--- src/rtl/wimp_pkg.sv ---
// Shared types, codes and helper functions for the WebAssembly import section parser.
package wimp_pkg;

  // Depth of the queue between the byte parser and the result sender.
  localparam int FifoDepth = 4;
  localparam int FifoAw    = $clog2(FifoDepth);

  // Section id of the import section and the import kind codes.
  localparam logic [7:0] SecImport  = 8'h02;
  localparam logic [7:0] KindFunc   = 8'h00;
  localparam logic [7:0] KindTable  = 8'h01;
  localparam logic [7:0] KindMemory = 8'h02;
  localparam logic [7:0] KindGlobal = 8'h03;

  // LEB128 byte layout.
  localparam logic [7:0] LebPayload = 8'h7f;
  localparam int         LebStep    = 7;
  localparam logic [5:0] LebShiftMax = 6'd63;

  // Result event codes.
  typedef enum logic [2:0] {
    EV_COUNT     = 3'd0,
    EV_MOD_BYTE  = 3'd1,
    EV_NAME_BYTE = 3'd2,
    EV_KIND      = 3'd3,
    EV_FUNC_IDX  = 3'd4,
    EV_BAD_HDR   = 3'd5,
    EV_DONE      = 3'd6,
    EV_EARLY_END = 3'd7
  } event_t;

  // Parser phases.
  typedef enum logic [4:0] {
    PH_HEADER     = 5'd0,
    PH_SEC_ID     = 5'd1,
    PH_SIZE_SKIP  = 5'd2,
    PH_SIZE_IMP   = 5'd3,
    PH_SKIP       = 5'd4,
    PH_COUNT      = 5'd5,
    PH_MOD_LEN    = 5'd6,
    PH_MOD_BYTES  = 5'd7,
    PH_NAME_LEN   = 5'd8,
    PH_NAME_BYTES = 5'd9,
    PH_KIND       = 5'd10,
    PH_FUNC_IDX   = 5'd11,
    PH_TAB_ELEM   = 5'd12,
    PH_LIM_FLAGS  = 5'd13,
    PH_LIM_INIT   = 5'd14,
    PH_LIM_MAX    = 5'd15,
    PH_GLOB_TYPE  = 5'd16,
    PH_GLOB_MUT   = 5'd17
  } phase_t;

  // One result beat.
  typedef struct packed {
    event_t      ev;
    logic [7:0]  byte_value;
    logic [31:0] import_number;
    logic [7:0]  import_kind;
    logic [31:0] number_value;
  } result_t;

  // All results caused by one input byte (one or two).
  typedef struct packed {
    logic [1:0] count;
    result_t    r0;
    result_t    r1;
  } entry_t;

  function automatic result_t make_result(event_t ev, logic [7:0] bv, logic [31:0] inum,
                                          logic [7:0] kind, logic [31:0] num);
    result_t r;
    r.ev            = ev;
    r.byte_value    = bv;
    r.import_number = inum;
    r.import_kind   = kind;
    r.number_value  = num;
    return r;
  endfunction

  // Appends a result to the entry of the current byte.
  function automatic entry_t push_result(entry_t e, result_t r);
    entry_t o;
    o = e;
    if (e.count == 2'd0) begin
      o.r0 = r;
    end else begin
      o.r1 = r;
    end
    o.count = e.count + 2'd1;
    return o;
  endfunction

  // Expected module header: magic followed by version 1, little endian.
  function automatic logic [7:0] header_byte(logic [2:0] pos);
    logic [7:0] v;
    unique case (pos)
      3'd0:    v = 8'h00;
      3'd1:    v = 8'h61;
      3'd2:    v = 8'h73;
      3'd3:    v = 8'h6d;
      3'd4:    v = 8'h01;
      default: v = 8'h00;
    endcase
    return v;
  endfunction

endpackage

--- src/rtl/wasm_import_section_parser.sv ---
// Top level of the WebAssembly import section parser.
// The parser takes one byte of a WebAssembly module per beat, checks the header, walks
// the sections to the import section and reports the import count, every module-name
// and name byte, each kind and each function type index, followed by a done, bad-header
// or ended-early event; last marks the final result of a byte. The parser accepts one
// byte every cycle while its four-entry result queue has room. A byte that causes two
// results is sent as one output beat per result, as the sender delivers one result per
// cycle while out_ready is high, so the sustained rate is one byte per cycle whenever
// the output keeps up with the results. Each result is queued when its byte is accepted.
module wasm_import_section_parser import wimp_pkg::*; (
  input  logic        clk,
  input  logic        rst,
  input  logic        in_valid,
  output logic        in_ready,
  input  logic [7:0]  data_byte,
  input  logic        end_of_stream,
  output logic        out_valid,
  input  logic        out_ready,
  output logic [2:0]  event_res,
  output logic [7:0]  byte_value,
  output logic [31:0] import_number,
  output logic [7:0]  import_kind,
  output logic [31:0] number_value,
  output logic        last
);

  logic   q_push;
  logic   q_pop;
  logic   q_full;
  logic   q_empty;
  entry_t q_entry;
  entry_t q_head;

  wimp_front u_front (
    .clk           (clk),
    .rst           (rst),
    .in_valid      (in_valid),
    .in_ready      (in_ready),
    .data_byte     (data_byte),
    .end_of_stream (end_of_stream),
    .q_full        (q_full),
    .q_push        (q_push),
    .q_entry       (q_entry)
  );

  wimp_fifo u_fifo (
    .clk        (clk),
    .rst        (rst),
    .push       (q_push),
    .push_entry (q_entry),
    .pop        (q_pop),
    .head       (q_head),
    .empty      (q_empty),
    .full       (q_full)
  );

  wimp_back u_back (
    .clk           (clk),
    .rst           (rst),
    .head          (q_head),
    .empty         (q_empty),
    .pop           (q_pop),
    .out_valid     (out_valid),
    .out_ready     (out_ready),
    .event_res     (event_res),
    .byte_value    (byte_value),
    .import_number (import_number),
    .import_kind   (import_kind),
    .number_value  (number_value),
    .last          (last)
  );

endmodule

--- src/rtl/wimp_front.sv ---
// Byte parser: header check, section walk, LEB128 decode and import entry decode.
module wimp_front import wimp_pkg::*; (
  input  logic       clk,
  input  logic       rst,
  input  logic       in_valid,
  output logic       in_ready,
  input  logic [7:0] data_byte,
  input  logic       end_of_stream,
  input  logic       q_full,
  output logic       q_push,
  output entry_t     q_entry
);

  phase_t      phase, phase_next;
  logic [2:0]  header_position, header_position_next;
  logic        header_mismatch, header_mismatch_next;
  logic [31:0] leb_accumulator, leb_accumulator_next;
  logic [5:0]  leb_shift, leb_shift_next;
  logic [31:0] imports_remaining, imports_remaining_next;
  logic [31:0] current_import, current_import_next;
  logic [31:0] bytes_remaining, bytes_remaining_next;
  logic [7:0]  held_kind, held_kind_next;
  logic        has_maximum, has_maximum_next;
  logic        parse_finished, parse_finished_next;

  logic        accept;
  logic        is_leb;
  logic        end_entry;
  logic [31:0] leb_part;
  logic [31:0] leb_value;
  logic [6:0]  shift_sum;
  entry_t      ent;

  assign in_ready = !q_full;
  assign accept   = in_valid && in_ready;

  // Phases that consume a LEB128 number.
  assign is_leb = (phase == PH_SIZE_SKIP) || (phase == PH_SIZE_IMP) || (phase == PH_COUNT) ||
                  (phase == PH_MOD_LEN) || (phase == PH_NAME_LEN) || (phase == PH_FUNC_IDX) ||
                  (phase == PH_LIM_INIT) || (phase == PH_LIM_MAX);

  // Payload bits of this byte placed at the current shift; bits past 31 drop off.
  assign leb_part  = 32'(data_byte & LebPayload) << leb_shift[4:0];
  assign shift_sum = {1'b0, leb_shift} + 7'(LebStep);

  // Next state and the results of the accepted byte.
  always_comb begin
    phase_next             = phase;
    header_position_next   = header_position;
    header_mismatch_next   = header_mismatch;
    leb_accumulator_next   = leb_accumulator;
    leb_shift_next         = leb_shift;
    imports_remaining_next = imports_remaining;
    current_import_next    = current_import;
    bytes_remaining_next   = bytes_remaining;
    held_kind_next         = held_kind;
    has_maximum_next       = has_maximum;
    parse_finished_next    = parse_finished;
    end_entry              = 1'b0;
    leb_value              = leb_accumulator | leb_part;
    ent                    = '0;

    if (accept && !parse_finished) begin
      if (is_leb) begin
        if (!leb_shift[5]) begin
          leb_accumulator_next = leb_value;
        end
        leb_shift_next = shift_sum[6] ? LebShiftMax : shift_sum[5:0];
        if (!data_byte[7]) begin
          // Final LEB128 byte: act on the decoded number.
          if (leb_shift[5]) begin
            leb_value = leb_accumulator;
          end
          leb_accumulator_next = '0;
          leb_shift_next       = '0;
          unique case (phase)
            PH_SIZE_SKIP: begin
              bytes_remaining_next = leb_value;
              phase_next = (leb_value == '0) ? PH_SEC_ID : PH_SKIP;
            end
            PH_SIZE_IMP: phase_next = PH_COUNT;
            PH_COUNT: begin
              ent = push_result(ent, make_result(EV_COUNT, '0, '0, '0, leb_value));
              imports_remaining_next = leb_value;
              current_import_next    = '0;
              if (leb_value == '0) begin
                parse_finished_next = 1'b1;
                ent = push_result(ent, make_result(EV_DONE, '0, '0, '0, '0));
              end else begin
                phase_next = PH_MOD_LEN;
              end
            end
            PH_MOD_LEN: begin
              bytes_remaining_next = leb_value;
              phase_next = (leb_value == '0) ? PH_NAME_LEN : PH_MOD_BYTES;
            end
            PH_NAME_LEN: begin
              bytes_remaining_next = leb_value;
              phase_next = (leb_value == '0) ? PH_KIND : PH_NAME_BYTES;
            end
            PH_FUNC_IDX: begin
              ent = push_result(ent, make_result(EV_FUNC_IDX, '0, current_import, held_kind,
                                                 leb_value));
              end_entry = 1'b1;
            end
            PH_LIM_INIT: begin
              if (has_maximum) begin
                phase_next = PH_LIM_MAX;
              end else begin
                end_entry = 1'b1;
              end
            end
            default: end_entry = 1'b1;
          endcase
        end
      end else begin
        unique case (phase)
          PH_HEADER: begin
            header_mismatch_next = header_mismatch || (data_byte != header_byte(header_position));
            if (header_position == 3'd7) begin
              if (header_mismatch_next) begin
                parse_finished_next = 1'b1;
                ent = push_result(ent, make_result(EV_BAD_HDR, '0, '0, '0, '0));
              end else begin
                phase_next = PH_SEC_ID;
              end
            end else begin
              header_position_next = header_position + 3'd1;
            end
          end
          PH_SEC_ID: phase_next = (data_byte == SecImport) ? PH_SIZE_IMP : PH_SIZE_SKIP;
          PH_SKIP: begin
            bytes_remaining_next = bytes_remaining - 32'd1;
            if (bytes_remaining == 32'd1) begin
              phase_next = PH_SEC_ID;
            end
          end
          PH_MOD_BYTES, PH_NAME_BYTES: begin
            ent = push_result(ent, make_result((phase == PH_MOD_BYTES) ? EV_MOD_BYTE
                                               : EV_NAME_BYTE, data_byte, current_import,
                                               '0, '0));
            bytes_remaining_next = bytes_remaining - 32'd1;
            if (bytes_remaining == 32'd1) begin
              phase_next = (phase == PH_MOD_BYTES) ? PH_NAME_LEN : PH_KIND;
            end
          end
          PH_KIND: begin
            held_kind_next = data_byte;
            ent = push_result(ent, make_result(EV_KIND, '0, current_import, data_byte, '0));
            priority if (data_byte == KindFunc) begin
              phase_next = PH_FUNC_IDX;
            end else if (data_byte == KindTable) begin
              phase_next = PH_TAB_ELEM;
            end else if (data_byte == KindMemory) begin
              phase_next = PH_LIM_FLAGS;
            end else if (data_byte == KindGlobal) begin
              phase_next = PH_GLOB_TYPE;
            end else begin
              end_entry = 1'b1;
            end
          end
          PH_TAB_ELEM: phase_next = PH_LIM_FLAGS;
          PH_LIM_FLAGS: begin
            has_maximum_next = data_byte[0];
            phase_next = PH_LIM_INIT;
          end
          PH_GLOB_TYPE: phase_next = PH_GLOB_MUT;
          PH_GLOB_MUT:  end_entry = 1'b1;
          default:      parse_finished_next = 1'b1;
        endcase
      end

      // Close the current import entry; the last one finishes the parse.
      if (end_entry) begin
        current_import_next    = current_import + 32'd1;
        imports_remaining_next = imports_remaining - 32'd1;
        if (imports_remaining == 32'd1) begin
          parse_finished_next = 1'b1;
          ent = push_result(ent, make_result(EV_DONE, '0, '0, '0, '0));
        end else begin
          phase_next = PH_MOD_LEN;
        end
      end
    end

    // End of the file: flag an unfinished parse and start over.
    if (accept && end_of_stream) begin
      if (!parse_finished_next) begin
        ent = push_result(ent, make_result(EV_EARLY_END, '0, '0, '0, '0));
      end
      phase_next             = PH_HEADER;
      header_position_next   = '0;
      header_mismatch_next   = 1'b0;
      leb_accumulator_next   = '0;
      leb_shift_next         = '0;
      imports_remaining_next = '0;
      current_import_next    = '0;
      bytes_remaining_next   = '0;
      held_kind_next         = '0;
      has_maximum_next       = 1'b0;
      parse_finished_next    = 1'b0;
    end
  end

  assign q_push  = accept && (ent.count != 2'd0);
  assign q_entry = ent;

  // Parser state registers.
  always_ff @(posedge clk) begin
    if (rst) begin
      phase             <= PH_HEADER;
      header_position   <= '0;
      header_mismatch   <= 1'b0;
      leb_accumulator   <= '0;
      leb_shift         <= '0;
      imports_remaining <= '0;
      current_import    <= '0;
      bytes_remaining   <= '0;
      held_kind         <= '0;
      has_maximum       <= 1'b0;
      parse_finished    <= 1'b0;
    end else begin
      phase             <= phase_next;
      header_position   <= header_position_next;
      header_mismatch   <= header_mismatch_next;
      leb_accumulator   <= leb_accumulator_next;
      leb_shift         <= leb_shift_next;
      imports_remaining <= imports_remaining_next;
      current_import    <= current_import_next;
      bytes_remaining   <= bytes_remaining_next;
      held_kind         <= held_kind_next;
      has_maximum       <= has_maximum_next;
      parse_finished    <= parse_finished_next;
    end
  end

endmodule

--- src/rtl/wimp_fifo.sv ---
// Short queue of per-byte result entries between the parser and the sender.
module wimp_fifo import wimp_pkg::*; (
  input  logic   clk,
  input  logic   rst,
  input  logic   push,
  input  entry_t push_entry,
  input  logic   pop,
  output entry_t head,
  output logic   empty,
  output logic   full
);

  entry_t            mem [FifoDepth];
  logic [FifoAw-1:0] wr_ptr;
  logic [FifoAw-1:0] rd_ptr;
  logic [FifoAw:0]   count;

  assign empty = (count == '0);
  assign full  = (count == (FifoAw+1)'(FifoDepth));
  assign head  = mem[rd_ptr];

  // Entry storage.
  always_ff @(posedge clk) begin
    if (push) begin
      mem[wr_ptr] <= push_entry;
    end
  end

  // Pointers and fill level.
  always_ff @(posedge clk) begin
    if (rst) begin
      wr_ptr <= '0;
      rd_ptr <= '0;
      count  <= '0;
    end else begin
      if (push) begin
        wr_ptr <= wr_ptr + FifoAw'(1);
      end
      if (pop) begin
        rd_ptr <= rd_ptr + FifoAw'(1);
      end
      count <= count + (FifoAw+1)'(push) - (FifoAw+1)'(pop);
    end
  end

  a_level_bound: assert property (@(posedge clk) disable iff (rst)
    count <= (FifoAw+1)'(FifoDepth))
    else $error("queue level above its depth");

  a_no_pop_empty: assert property (@(posedge clk) disable iff (rst)
    pop |-> !empty)
    else $error("pop from an empty queue");

  a_no_push_full: assert property (@(posedge clk) disable iff (rst)
    push |-> !full)
    else $error("push into a full queue");

  a_head_nonempty: assert property (@(posedge clk) disable iff (rst)
    !empty |-> (head.count == 2'd1 || head.count == 2'd2))
    else $error("queued entry holds no results");

endmodule

--- src/rtl/wimp_back.sv ---
// Result sender: splits each queued entry into one output beat per result.
module wimp_back import wimp_pkg::*; (
  input  logic        clk,
  input  logic        rst,
  input  entry_t      head,
  input  logic        empty,
  output logic        pop,
  output logic        out_valid,
  input  logic        out_ready,
  output logic [2:0]  event_res,
  output logic [7:0]  byte_value,
  output logic [31:0] import_number,
  output logic [7:0]  import_kind,
  output logic [31:0] number_value,
  output logic        last
);

  logic    sel;
  logic    fire;
  result_t cur;

  // Current result of the head entry; the final one carries last.
  assign cur       = sel ? head.r1 : head.r0;
  assign out_valid = !empty;
  assign last      = sel || (head.count == 2'd1);
  assign fire      = out_valid && out_ready;
  assign pop       = fire && last;

  assign event_res     = cur.ev;
  assign byte_value    = cur.byte_value;
  assign import_number = cur.import_number;
  assign import_kind   = cur.import_kind;
  assign number_value  = cur.number_value;

  // Result select within the head entry.
  always_ff @(posedge clk) begin
    if (rst) begin
      sel <= 1'b0;
    end else if (fire) begin
      sel <= !last;
    end
  end

endmodule
--- config.mk ---
export PLATFORM = sky130hd
export DESIGN_NAME = wasm_import_section_parser
export DESIGN_NICKNAME = d
export VERILOG_FILES = /design/src/rtl/wimp_pkg.sv /design/src/rtl/wasm_import_section_parser.sv /design/src/rtl/wimp_front.sv /design/src/rtl/wimp_fifo.sv /design/src/rtl/wimp_back.sv
export SDC_FILE = /design/constraint.sdc
export NUM_CORES = 1
export LEC_CHECK = 0
export BUFFER_PORTS_ARGS = -buffer_cell sky130_fd_sc_hd__buf_2
export CAP_MARGIN = 20
export CORE_MARGIN = 5
export CORE_UTILIZATION = 50
export CTS_BUF_LIST = sky130_fd_sc_hd__clkbuf_4
export DETAILED_ROUTE_END_ITERATION = 10
export PLACE_DENSITY = 0.77
export SYNTH_ARGS = -nofsm -noshare
export SYNTH_HDL_FRONTEND = slang
export SYNTH_SLANG_ARGS = --single-unit
--- constraint.sdc ---
create_clock -name clk -period 5.7 [get_ports clk]
set_input_delay 0.285 -clock clk [delete_from_list [all_inputs] [get_ports clk]]
set_output_delay 0.285 -clock clk [all_outputs]
set_load 0.01 [all_outputs]
==> impl_metrics.json <==
{
  "ys_ff_latch": 511,
  "yosys_warnings": 0,
  "synthesis.area_mm2": 0.0244,
  "vdd_drop_max_mv": 0.173,
  "dr.pass1.iters": 8,
  "multi_input_area_mm2": 0.00999,
  "crit_fanout": 25,
  "fmax_mhz": 183,
  "reg2reg_setup_slack_ps": 230,
  "clkSinkCount": 511,
  "vias": 19000,
  "min_path_cells": 3,
  "antenna_found_initial": 3,
  "grt_pass1_wl_um": 106000,
  "gr-usage-all-layers_pct": 25.1,
  "io_pins": 99,
  "fill_cells": 3934,
  "power_density_mw_per_mm2": 402,
  "worst_pin_slew_ps": 1030,
  "crit_required_ps": 6440,
  "viasPerCell": 6.22,
  "cp-start-kind": "register",
  "worstPathArrival_ps": 6210,
  "finalHoldViolations": 0,
  "drt-wirelength-per-cell_um": 22.1,
  "synth-edff-count": 348,
  "root_buffer": "clkbuf_4",
  "h-tree-depth": 4,
  "status": "finished clean",
  "synthMostInstantiatedCell": "edfxtp_1",
  "yosysTopAreaCellShare_pct": 42.8,
  "min_from": "rst",
  "seq_area_frac_synth_pct": 56.2,
  "drive_above_1_share_pct": 22.6,
  "synth_top_flop_cell": "edfxtp_1",
  "fin_nets": 2364,
  "ys_types": 86,
  "die_w_um": 231,
  "yosysTopAreaCell": "edfxtp_1",
  "clock_latency_ps": 860,
  "port_buffers": 98,
  "drtAntennaViolNets": 0,
  "place_hpwl_um": 44600,
  "grt_overflow": 0,
  "min_path_type": "in2reg",
  "avgSynthCellArea_um2": 11.3,
  "post-route-util_pct": 57.3,
  "gp_congestion": 0.955,
  "slew_headroom_pct": 30.6,
  "skew_ps": 34.1,
  "power_leakage_nw": 9.64,
  "cts.clk_slew.worst_paths_ps": 60,
  "cts_tree": "done",
  "rows": 81,
  "drt-initial-drc-count": 2191,
  "start_util_pct": 50.1,
  "dp_slack_ps": 89.8,
  "core-area_mm2": 0.0486,
  "fin_crit_ps": 5470,
  "r2r-start": "u_front.leb_shift[2]$_SDFFE_PP0P_",
  "synthArstFlopShare_pct": 0,
  "design_area_mm2": 0.0279,
  "synthTopCellsByCount": "348 x edfxtp_1, 216 x nor2_1, 166 x a21oi_1, 163 x dfxtp_1, 158 x nand2_1",
  "maxCapViolCount": 0,
  "area_growth_pct": 14.2,
  "synth_fp_nets": 2185,
  "holdPathEnd": "u_fifo.count[1]$_SDFF_PP0_",
  "crit_path_end_kind": "register",
  "die_area_mm2": 0.0533,
  "finalCritPeriodShare_pct": 95.9,
  "postSynthCellCount": 2151,
  "seq_area_mm2": 0.0137,
  "routed_wl_um": 67700,
  "cts_inserted_buffers": 131,
  "slew_violations": 0,
  "grt_pass1_vias": 19100,
  "timing.hold.ws_ps": 296,
  "chipHeight_um": 231,
  "place_inst": 2798,
  "stdcell_count": 3058,
  "setup_slack_ps": 235,
  "synthTopCellsByArea": "edfxtp_1 43%, dfxtp_1 13%, mux4_2 7.8%",
  "setup_viol": 0,
  "place_area_mm2": 0.0258,
  "drc": 0,
  "reg2regPathDepth": 24,
  "critical_path_class": "reg2reg",
  "rr_endpoint": "u_fifo.count[2]$_SDFF_PP0_",
  "clock_path_buffers": 3,
  "grt_max_degree": 91
}
-- placed cells by master, fill, tap and decap left out, types with 13 or more instances in the layout --
master / n
clkinv_1: 29
nand3_1: 63
nor4_2: 19
edfxtp_1: 348
clkbuf_4: 194
dlygate4sd3_1: 18
and3_1: 13
nor3_1: 83
xor2_1: 20
buf_2: 98
inv_1: 41
or3_1: 23
mux4_2: 85
a211oi_1: 15
buf_4: 73
ha_1: 20
a22oi_1: 24
nand4_1: 44
nor2_1: 215
nand2_1: 157
xnor2_1: 13
mux2i_1: 16
o22ai_1: 26
nor4_1: 42
nor2b_1: 92
a21oi_1: 163
dfxtp_1: 157
nand2b_1: 15
o21ai_0: 107
-- worst max-delay path by stage --
stage,from,to,slack (ps),cells past startpoint
after CTS,u_front.header_position[0]$_SDFFE_PP0P_,u_fifo.count[2]$_SDFF_PP0_,40,25
after detailed placement,u_front.header_position[0]$_SDFFE_PP0P_,u_fifo.count[2]$_SDFF_PP0_,90,25
after global placement,u_front.leb_shift[1]$_SDFFE_PP0P_,u_fifo.count[2]$_SDFF_PP0_,170,23
final,u_front.leb_shift[2]$_SDFFE_PP0P_,u_fifo.count[2]$_SDFF_PP0_,230,24
after floorplan,u_front.header_position[0]$_SDFFE_PP0P_,u_fifo.mem[0][100]$_DFFE_PP_,390,18
after global routing,u_front.leb_shift[2]$_SDFFE_PP0P_,u_fifo.count[2]$_SDFF_PP0_,-10,24
-- kinds of logic after synthesis --
kind of cell,count (synthesis),synth area share (%)
mux,110,8.92
fa+ha+maj,21,1.11
simple gates,836,18.0
buf+inv,197,3.27
flops,511,56.2
xor+xnor,33,1.19
compound gates,443,11.3
-- worst max-delay path: stages, from the launching register on --
cell and delay (ps):
dfxtp_1 330, buf_4 290, nand2b_1 170, o22ai_1 80, a211o_1 410, a2111o_1 520
a2111oi_4 390, nand3_4 170, ha_1 310, nand2_1 70, a21oi_2 210, inv_1 70
ha_1 320, nor2_1 60, a211o_1 280, a211oi_1 250, a211o_1 190, inv_2 70
ha_1 280, inv_1 60, ha_1 140, inv_1 50, fa_1 400, xnor2_1 170
nor2_1 50
-- sequential cells by signal (all words and copies together) (netlist names), 2 cells and up, named ones only --
name	flops
u_front.imports_remaining	32
u_fifo.count	3
u_fifo.wr_ptr	2
u_front.current_import	32
u_front.leb_shift	6
u_front.held_kind	8
u_fifo.rd_ptr	2
u_front.bytes_remaining	32
u_front.phase	5
u_front.header_position	3
u_fifo.mem	348
u_front.leb_accumulator	32
-- report_power, final --
part	leakage, nW	switching (mW)	total, mW	internal [mW]
clock network	1.03	1.49	3.28	1.79
logic	4.03	2.17	3.46	1.29
registers	4.57	0.207	4.44	4.24
total	9.64	3.87	11.2	7.32
-- per-stage QoR --
stage          power, mW  setup TNS (ps)
3_3_place_gp        7.82               0
4_1_cts             11.2               0
6_report            11.2               0
3_5_place_dp        7.91               0
5_1_grt             11.8           -13.2
2_1_floorplan       6.84               0
-- per-layer routing --
layer / track usage, % / part of all wire (%) / wire, µm
met3: 5.20 / 8.5 / 5740
met2: 39.4 / 47 / 32000
met1: 34.3 / 41 / 27700
met4: 10.6 / 3.2 / 2200
met5: 0 / 0.038 / 26
-- layout make-up --
class,count,share of cell area [%]
Multi-Input combinational cell,1443,35.9
Tap cell,622,2.79
Sequential cell,511,49.3
Clock inverter,45,1.19
Timing Repair Buffer,199,5.05
Antenna cell,1,0.00899
Inverter,44,0.593
Clock buffer,193,5.20
-- repair_timing --
| action | CTS | global route |
|---|---|---|
| hold endpoints to repair | 95 | 0 |
| endpoints found under the setup margin | 0 | 166 |
| buffers inserted | 0 | 2 |
| hold buffers | 18 | 0 |
| gates resized for setup | 0 | 9 |
Power figures use the tool's default switching activity.
